### src/bsc_pkg.sv
`timescale 1ns / 1ps

package bsc_pkg;

  // What the back end has to do for one accepted control point.
  typedef enum logic [1:0] {
    OP_PASS     = 2'd0,  // emit the control point itself
    OP_MID      = 2'd1,  // emit the midpoint of the newer point and this one
    OP_INTERIOR = 2'd2   // weighted point, midpoint, and the point itself if final
  } op_t;

  // Control word carried through the queue alongside the coordinates.
  typedef struct packed {
    op_t  op;
    logic last;
  } ctl_t;

  localparam int CTL_W = $bits(ctl_t);

  // Position within the current curve, as seen by the front end.
  typedef enum logic [2:0] {
    ST_START = 3'b001,
    ST_ONE   = 3'b010,
    ST_MANY  = 3'b100
  } curve_state_t;

  // Queue depth between the front and back ends.
  localparam int QUEUE_DEPTH = 2;

endpackage

### src/bsc_front.sv
`timescale 1ns / 1ps

module bsc_front #(
  parameter int COORD_WIDTH = 24
) (
  input  logic                          clk,
  input  logic                          rst_n,
  input  logic                          accept,
  input  logic signed [COORD_WIDTH-1:0] cur_x,
  input  logic signed [COORD_WIDTH-1:0] cur_y,
  input  logic                          cur_last,
  output bsc_pkg::ctl_t                 ctl,
  output logic signed [COORD_WIDTH-1:0] newer_x,
  output logic signed [COORD_WIDTH-1:0] newer_y,
  output logic signed [COORD_WIDTH-1:0] older_x,
  output logic signed [COORD_WIDTH-1:0] older_y
);

  bsc_pkg::curve_state_t state_r, state_nxt;
  logic signed [COORD_WIDTH-1:0] newer_x_r, newer_y_r, older_x_r, older_y_r;
  logic take_point;
  logic shift_points;

  always_comb begin
    ctl          = '{op: bsc_pkg::OP_PASS, last: cur_last};
    state_nxt    = state_r;
    take_point   = 1'b0;
    shift_points = 1'b0;
    unique case (state_r)
      bsc_pkg::ST_ONE: begin
        if (cur_last) begin
          ctl       = '{op: bsc_pkg::OP_PASS, last: 1'b1};
          state_nxt = bsc_pkg::ST_START;
        end else begin
          ctl          = '{op: bsc_pkg::OP_MID, last: 1'b0};
          shift_points = 1'b1;
          state_nxt    = bsc_pkg::ST_MANY;
        end
      end
      bsc_pkg::ST_MANY: begin
        ctl = '{op: bsc_pkg::OP_INTERIOR, last: cur_last};
        if (cur_last) begin
          state_nxt = bsc_pkg::ST_START;
        end else begin
          shift_points = 1'b1;
        end
      end
      default: begin
        // Start of a curve: a lone final point leaves no trace.
        if (!cur_last) begin
          take_point = 1'b1;
          state_nxt  = bsc_pkg::ST_ONE;
        end else begin
          state_nxt = bsc_pkg::ST_START;
        end
      end
    endcase
  end

  always_ff @(posedge clk) begin
    if (!rst_n) begin
      state_r   <= bsc_pkg::ST_START;
      newer_x_r <= '0;
      newer_y_r <= '0;
      older_x_r <= '0;
      older_y_r <= '0;
    end else if (accept) begin
      state_r <= state_nxt;
      if (take_point || shift_points) begin
        newer_x_r <= cur_x;
        newer_y_r <= cur_y;
      end
      if (shift_points) begin
        older_x_r <= newer_x_r;
        older_y_r <= newer_y_r;
      end
    end
  end

  assign newer_x = newer_x_r;
  assign newer_y = newer_y_r;
  assign older_x = older_x_r;
  assign older_y = older_y_r;

endmodule

### src/bsc_queue.sv
`timescale 1ns / 1ps

module bsc_queue #(
  parameter int WIDTH = 8,
  parameter int DEPTH = 2
) (
  input  logic             clk,
  input  logic             rst_n,
  input  logic             push,
  input  logic [WIDTH-1:0] push_data,
  input  logic             pop,
  output logic [WIDTH-1:0] head_data,
  output logic             empty,
  output logic             full
);

  localparam int AW = (DEPTH > 1) ? $clog2(DEPTH) : 1;
  localparam int CW = $clog2(DEPTH + 1);
  localparam logic [AW-1:0] LAST_SLOT = AW'(DEPTH - 1);

  logic [WIDTH-1:0] slots_r [DEPTH];
  logic [AW-1:0]    wr_ptr_r, rd_ptr_r;
  logic [CW-1:0]    count_r;

  assign empty     = (count_r == '0);
  assign full      = (count_r == CW'(DEPTH));
  assign head_data = slots_r[rd_ptr_r];

  always_ff @(posedge clk) begin
    if (push) begin
      slots_r[wr_ptr_r] <= push_data;
    end
  end

  always_ff @(posedge clk) begin
    if (!rst_n) begin
      wr_ptr_r <= '0;
      rd_ptr_r <= '0;
      count_r  <= '0;
    end else begin
      if (push) begin
        wr_ptr_r <= (wr_ptr_r == LAST_SLOT) ? '0 : wr_ptr_r + AW'(1);
      end
      if (pop) begin
        rd_ptr_r <= (rd_ptr_r == LAST_SLOT) ? '0 : rd_ptr_r + AW'(1);
      end
      if (push && !pop) begin
        count_r <= count_r + CW'(1);
      end else if (pop && !push) begin
        count_r <= count_r - CW'(1);
      end
    end
  end

endmodule

### src/bsc_back.sv
`timescale 1ns / 1ps

module bsc_back #(
  parameter int COORD_WIDTH = 24
) (
  input  logic                          clk,
  input  logic                          rst_n,
  input  logic                          head_valid,
  input  bsc_pkg::ctl_t                 ctl,
  input  logic signed [COORD_WIDTH-1:0] cur_x,
  input  logic signed [COORD_WIDTH-1:0] cur_y,
  input  logic signed [COORD_WIDTH-1:0] newer_x,
  input  logic signed [COORD_WIDTH-1:0] newer_y,
  input  logic signed [COORD_WIDTH-1:0] older_x,
  input  logic signed [COORD_WIDTH-1:0] older_y,
  output logic                          pop,
  input  logic                          out_stall,
  output logic                          out_valid,
  output logic signed [COORD_WIDTH-1:0] out_x,
  output logic signed [COORD_WIDTH-1:0] out_y,
  output logic                          out_last
);

  localparam int SW = COORD_WIDTH + 3;

  logic [1:0] step_r, step_nxt, final_step;
  logic       out_valid_r, out_valid_nxt;
  logic signed [COORD_WIDTH-1:0] out_x_r, out_y_r;
  logic       out_last_r;
  logic       load;

  logic signed [COORD_WIDTH:0]   mid_sum_x, mid_sum_y;
  logic signed [COORD_WIDTH-1:0] mid_x, mid_y;
  logic signed [SW-1:0]          wsum_x, wsum_y;
  logic signed [COORD_WIDTH-1:0] wgt_x, wgt_y;
  logic signed [COORD_WIDTH-1:0] res_x, res_y;
  logic                          res_last;

  // Midpoint, rounded down by the arithmetic shift.
  assign mid_sum_x = {newer_x[COORD_WIDTH-1], newer_x} + {cur_x[COORD_WIDTH-1], cur_x};
  assign mid_sum_y = {newer_y[COORD_WIDTH-1], newer_y} + {cur_y[COORD_WIDTH-1], cur_y};
  assign mid_x     = COORD_WIDTH'(mid_sum_x >>> 1);
  assign mid_y     = COORD_WIDTH'(mid_sum_y >>> 1);

  // Weighted point (older + 6*newer + cur) / 8, with 6*newer as 4*newer + 2*newer.
  assign wsum_x = {{3{older_x[COORD_WIDTH-1]}}, older_x}
                + {newer_x[COORD_WIDTH-1], newer_x, 2'b00}
                + {{2{newer_x[COORD_WIDTH-1]}}, newer_x, 1'b0}
                + {{3{cur_x[COORD_WIDTH-1]}}, cur_x};
  assign wsum_y = {{3{older_y[COORD_WIDTH-1]}}, older_y}
                + {newer_y[COORD_WIDTH-1], newer_y, 2'b00}
                + {{2{newer_y[COORD_WIDTH-1]}}, newer_y, 1'b0}
                + {{3{cur_y[COORD_WIDTH-1]}}, cur_y};
  assign wgt_x = COORD_WIDTH'(wsum_x >>> 3);
  assign wgt_y = COORD_WIDTH'(wsum_y >>> 3);

  always_comb begin
    res_x      = cur_x;
    res_y      = cur_y;
    res_last   = ctl.last;
    final_step = 2'd0;
    unique case (ctl.op)
      bsc_pkg::OP_MID: begin
        res_x    = mid_x;
        res_y    = mid_y;
        res_last = 1'b0;
      end
      bsc_pkg::OP_INTERIOR: begin
        final_step = ctl.last ? 2'd2 : 2'd1;
        case (step_r)
          2'd0: begin
            res_x    = wgt_x;
            res_y    = wgt_y;
            res_last = 1'b0;
          end
          2'd1: begin
            res_x    = mid_x;
            res_y    = mid_y;
            res_last = 1'b0;
          end
          default: begin
            res_last = 1'b1;
          end
        endcase
      end
      default: begin
      end
    endcase
  end

  assign load = head_valid && (!out_valid_r || !out_stall);
  assign pop  = load && (step_r == final_step);

  always_comb begin
    step_nxt      = step_r;
    out_valid_nxt = out_valid_r && out_stall;
    if (load) begin
      step_nxt      = pop ? 2'd0 : step_r + 2'd1;
      out_valid_nxt = 1'b1;
    end
  end

  always_ff @(posedge clk) begin
    if (!rst_n) begin
      step_r      <= 2'd0;
      out_valid_r <= 1'b0;
    end else begin
      step_r      <= step_nxt;
      out_valid_r <= out_valid_nxt;
    end
  end

  always_ff @(posedge clk) begin
    if (load) begin
      out_x_r    <= res_x;
      out_y_r    <= res_y;
      out_last_r <= res_last;
    end
  end

  assign out_valid = out_valid_r;
  assign out_x     = out_x_r;
  assign out_y     = out_y_r;
  assign out_last  = out_last_r;

endmodule

### src/bspline_curve_subdivision.sv
`timescale 1ns / 1ps

// One pass of cubic B-spline subdivision over a stream of control points, with the end
// points of every curve kept. Points arrive one request at a time on the in_ channel, with
// in_last_in set on the final point of each curve; the subdivided points leave on the out_
// channel, with out_last_out set on the final point. A curve's first point is passed through,
// each following point yields the midpoint to its predecessor, every interior point adds the
// weighted point (prev + 6*cur + next)/8, and the final point is emitted at the end. A
// one-point curve gives that point and a two-point curve gives both points. Coordinates are
// two's complement, COORD_WIDTH bits; halving and eighths round towards minus infinity. The
// front end tracks the position in the curve and writes a two-entry queue; the back end reads
// the queue and, unless out_stall is high, gives one result per clock to the output register.
// An interior point gives the weighted point and then the midpoint (and then the point itself
// for the final point of a curve), every other point one result; the queue entry is retired
// with the last of them. When the back end is idle, an accepted request is written into the
// queue and its first result is then loaded into the output register. in_stall is high
// exactly while the queue is full, so the input is still accepted while a finished result
// waits at the output, until the queue is full.

module bspline_curve_subdivision #(
  parameter int COORD_WIDTH = 24
) (
  input  logic                          clk,
  input  logic                          rst_n,
  input  logic                          in_valid,
  output logic                          in_stall,
  input  logic signed [COORD_WIDTH-1:0] in_x_in,
  input  logic signed [COORD_WIDTH-1:0] in_y_in,
  input  logic                          in_last_in,
  output logic                          out_valid,
  input  logic                          out_stall,
  output logic signed [COORD_WIDTH-1:0] out_x_out,
  output logic signed [COORD_WIDTH-1:0] out_y_out,
  output logic                          out_last_out
);

  // A queue entry holds the control word, the new point and the two points before it.
  localparam int QW = bsc_pkg::CTL_W + 6 * COORD_WIDTH;

  logic                          accept;
  logic                          q_full, q_empty, q_pop;
  bsc_pkg::ctl_t                 push_ctl, head_ctl;
  logic signed [COORD_WIDTH-1:0] f_newer_x, f_newer_y, f_older_x, f_older_y;
  logic signed [COORD_WIDTH-1:0] h_cur_x, h_cur_y, h_newer_x, h_newer_y;
  logic signed [COORD_WIDTH-1:0] h_older_x, h_older_y;
  logic [QW-1:0]                 push_data, head_data;

  assign in_stall = q_full;
  assign accept   = in_valid && !q_full;

  bsc_front #(
    .COORD_WIDTH(COORD_WIDTH)
  ) u_front (
    .clk      (clk),
    .rst_n    (rst_n),
    .accept   (accept),
    .cur_x    (in_x_in),
    .cur_y    (in_y_in),
    .cur_last (in_last_in),
    .ctl      (push_ctl),
    .newer_x  (f_newer_x),
    .newer_y  (f_newer_y),
    .older_x  (f_older_x),
    .older_y  (f_older_y)
  );

  assign push_data = {push_ctl, in_x_in, in_y_in, f_newer_x, f_newer_y, f_older_x, f_older_y};

  bsc_queue #(
    .WIDTH(QW),
    .DEPTH(bsc_pkg::QUEUE_DEPTH)
  ) u_queue (
    .clk       (clk),
    .rst_n     (rst_n),
    .push      (accept),
    .push_data (push_data),
    .pop       (q_pop),
    .head_data (head_data),
    .empty     (q_empty),
    .full      (q_full)
  );

  assign {head_ctl, h_cur_x, h_cur_y, h_newer_x, h_newer_y, h_older_x, h_older_y} = head_data;

  bsc_back #(
    .COORD_WIDTH(COORD_WIDTH)
  ) u_back (
    .clk        (clk),
    .rst_n      (rst_n),
    .head_valid (!q_empty),
    .ctl        (head_ctl),
    .cur_x      (h_cur_x),
    .cur_y      (h_cur_y),
    .newer_x    (h_newer_x),
    .newer_y    (h_newer_y),
    .older_x    (h_older_x),
    .older_y    (h_older_y),
    .pop        (q_pop),
    .out_stall  (out_stall),
    .out_valid  (out_valid),
    .out_x      (out_x_out),
    .out_y      (out_y_out),
    .out_last   (out_last_out)
  );

  // The back end only retires an entry that is actually in the queue.
  a_pop_nonempty : assert property (@(posedge clk) disable iff (!rst_n)
    q_pop |-> !q_empty)
    else $error("queue popped while empty");

  // A full queue stays full until the back end retires an entry.
  a_full_holds : assert property (@(posedge clk) disable iff (!rst_n)
    (q_full && !q_pop) |=> q_full)
    else $error("queue lost an entry without a pop");

  // With one entry waiting, a further request and no retirement fill the two-entry queue.
  a_fill : assert property (@(posedge clk) disable iff (!rst_n)
    (accept && !q_pop && !q_empty) |=> q_full)
    else $error("queue failed to fill");

  // A retirement always leaves a result in the output register.
  a_pop_loads : assert property (@(posedge clk) disable iff (!rst_n)
    q_pop |=> out_valid)
    else $error("entry retired without a result");

endmodule
### config.mk
export PLATFORM = sky130hd
export DESIGN_NAME = bspline_curve_subdivision
export DESIGN_NICKNAME = d
export VERILOG_FILES = /design/src/bsc_pkg.sv /design/src/bsc_front.sv /design/src/bsc_queue.sv /design/src/bsc_back.sv /design/src/bspline_curve_subdivision.sv
export SDC_FILE = /design/constraint.sdc
export NUM_CORES = 1
export LEC_CHECK = 0
export BUFFER_PORTS_ARGS = -buffer_cell sky130_fd_sc_hd__buf_4
export CAP_MARGIN = 25
export CORE_MARGIN = 2
export CORE_UTILIZATION = 55
export CTS_CLUSTER_DIAMETER = 50
export DETAILED_ROUTE_END_ITERATION = 7
export PLACE_DENSITY = 0.78
export SYNTH_ARGS = -nofsm -noshare
export SYNTH_HDL_FRONTEND = slang
export SYNTH_SLANG_ARGS = --single-unit
### constraint.sdc
create_clock -name clk -period 14.4 [get_ports clk]
set_clock_uncertainty 0.15 [all_clocks]
set_input_delay 3.6 -clock clk [delete_from_list [all_inputs] [get_ports clk]]
set_output_delay 3.6 -clock clk [all_outputs]
set_load 0.03 [all_outputs]
==> results by group <==
Timing
  – Highest clock rate: around 0.15 GHz
  – Slew @ Worst Pin: 1120 ps
  – TNS Setup: 0 ps
  – Slew HR: between 20% and 30%
  – Final setup fails: 0
  – RSZ-0062 raised after global routing: no
  – Final period utilization: between 40% and 50%
  – Final Slew Violations: 0
  – Fin worst setup slack: slightly below 8000 ps
  – Post-layout min period: about 6500 ps
  – Hold Vio Cnt, Final: 0

Global route
  – Vias in the first global route: between 15000 and 20000
  – Largest net degree at the start of global routing: approximately 110
  – Initial antenna violation count: 2
  – Gr usage total: around a quarter
  – Total congestion overflow: 0
  – Global-route wire length before repair: between 80 and 90 mm

Worst setup path
  – Worst path required time: 14550 ps
  – Critical path class: register to register
  – Crit path top cell by count: fa_1
  – Critical path arrival: around 6700 ps
  – Crit start category: register
  – Crit-path max cell delay: 890 ps
  – CP max stage cell: dfxtp_4
  – Critical Path Fanout Max: 106
  – Crit. End Element: register
  – Crit-path cells: buf_12 > mux2i_1 > fa_1 > fa_1 > nor2b_1 > o221ai_1 > fa_1 > nand2b_1 > a21o_1 > a31o_2 > o31a_1 > o21ai_1 > a31oi_1 > nor4_1 > or4_1 > a21o_1 > o2111ai_1

Place
  – Placed cell area: approximately 0.025 mm2
  – Dpl hpwl: about 37 mm
  – Cells after DPL: about 2700
  – PortBufs: a little over 100
  – Setup WS pre-CTS: 7990 ps
  – RePlAce Congestion: about 0.93

Cells and area
  – Final instance area: around 0.027 mm2
  – Layout cells sized above 1: between 10 and 15%
  – Post-route insts no fill: about 2800
  – Fin nets: approximately 2400
  – Layout area overhead: 12.4%

Hold path
  – Worst Hold Class: register to register

Die
  – IO Pins: ~100
  – Die extent in x: roughly 210 um
  – Die area: approximately 0.045 mm2
  – Core area: around 0.043 mm2
  – Die Ht: around 210 um
  – Starting Density: between 50% and 60%
  – Rows: 76

Clock tree
  – Clk pin slew, worst setup/hold paths: roughly 60 ps
  – CTS tree: built
  – CTS Sinks: between 400 and 500
  – Post_cts resized: 0
  – Clk buf depth: 3
  – TritonCTS Buffers: 48
  – Insertion delay to the later sink of the worst-skew pair: around 600 ps
  – Post-CTS setup buffer count: 0
  – CTS root buffer: clkbuf_16
  – Hold-fix buffers at CTS: 0
  – Htree depth: 2

Drt
  – Routed WL: 54.0 mm
  – Final ANT Viol Nets: 0
  – DR WL/cell: roughly 20 um
  – Drt pass-1 iters: 7
  – DR iter-0 viols: 1235
  – Vias per Instance: 5.72
  – Vias: 15800
  – DRC Markers: 0

Yosys
  – Cells after Synth: between 2000 and 2500
  – Yosys warning count: 0
  – Syn Nets: 2291
  – Yosys reg bits: 450
  – Async SR Flop Fraction: 0%
  – Predominant post-synthesis flop cell: edfxtp_1
  – Number of synthesized flops with an enable pin: between 300 and 400
  – Post-synth cell types: 78
  – Synthesized cell area: ~0.024 mm2
  – Post-synthesis sequential area ratio: about half
  – Syn_area_per_cell: 11.8 um2

Flow run
  – Max_cap viols: 0

Run status
  – Status: completed
logic make-up after synthesis:
| family | synth area share, % |
|---|---|
| buffers and inverters | 4.58 |
| adders and majority gates | 13.4 |
| xor gates and xnor gates | 3.10 |
| AOI/OAI and AO/OA | 12.9 |
| DFF | 51.8 |
| muxes | 6.27 |
| and+or+nand+nor | 7.90 |
per-stage QoR:
| step | utilization [%] | hold slack, ps |
|---|---|---|
| 6_report | 62.6 | 303 |
| 2_1_floorplan | - | 275 |
| 3_5_place_dp | 59.1 | 286 |
| 3_3_place_gp | 58.9 | 279 |
| 5_1_grt | 62.6 | 313 |
| 4_1_cts | 62.6 | 303 |
metal layers:
layer	GRT usage, %	up-vias	routed length (um)
met2	38.9	557	25100
met4	9.84	0	1780
li1	-	7428	-
met1	33.4	7688	23400
met3	3.87	114	3690
met5	0	-	0
cells in the mapped netlist (all sizes together) (31+ instances only):
master	n	area share (%)
fa	98	8.2
xnor2	54	2.0
o21ai	55	1.2
inv	215	3.4
nand2	261	4.1
edfxtp	343	43
a21o	52	1.6
a21boi	103	3.2
xor2	31	1.1
nor2	48	0.75
ha	101	5.3
mux2i	138	5.8
a21oi	83	1.7
dfxtp	107	8.9
clkbuf	58	0.91
sequential cells by signal (all words and copies together), names as in the netlist, named ones only:
signal            cells
u_back.out_last       1
u_back.out_valid      1
u_back.out_x         24
u_back.out_y         24
u_back.step_r         2
u_front.newer_x      24
u_front.newer_y      24
u_front.older_x      24
u_front.older_y      24
u_front.state_r       3
u_queue.count_r       2
u_queue.rd_ptr_r      1
u_queue.slots_r     294
u_queue.wr_ptr_r      1
placed cells by master, fill, tap and decap left out, types with 14 or more instances in the layout:
master     instances
edfxtp_1         343
nand2_1          261
inv_1            215
mux2i_1          138
buf_4            116
dfxtp_1          106
a21boi_0         102
ha_1             101
fa_1              98
a21oi_1           82
xnor2_1           54
a21o_1            52
clkbuf_16         49
nor2_1            43
o21ai_0           39
xor2_1            31
nand2b_1          19
o221ai_1          19
nand3_1           18
o22ai_1           17
nor3_1            15
a31oi_1           15
a22oi_1           15
o21ai_1           14
clkbuf_1          14
worst paths after layout:
path	from	to	slack, ps	cells after the start
worst max-delay path	register	u_back.out_y[23]	7870	17
worst min-delay path	u_front.older_x[15]	u_queue.slots_r[1][39]	300	0
worst max register to register	register	u_back.out_y[23]	7870	17
worst min register to register	u_front.older_x[15]	u_queue.slots_r[1][39]	300	0
layout make-up:
class                   count  area [um2]
fillers                  3272       16100
flip-flops and latches    450       12400
multi-input cells        1300       10500
clock buffers              67        1330
repair buffers            120         953
inverters                 215         807
well taps                 585         732
clock inverters            23         194
diodes                      2        5.00
critical path: cells and delay by family, from the launching register on:
family	cells	cell delay [ps]
compound gates	8	1650
fa+ha+maj	3	1400
buf+inv	1	460
flops	1	890
mux	1	480
simple gates	4	800
Power is left out: the tool's default activity adds up to more than one toggle a clock period on the data nets, which glitch-free logic cannot reach.
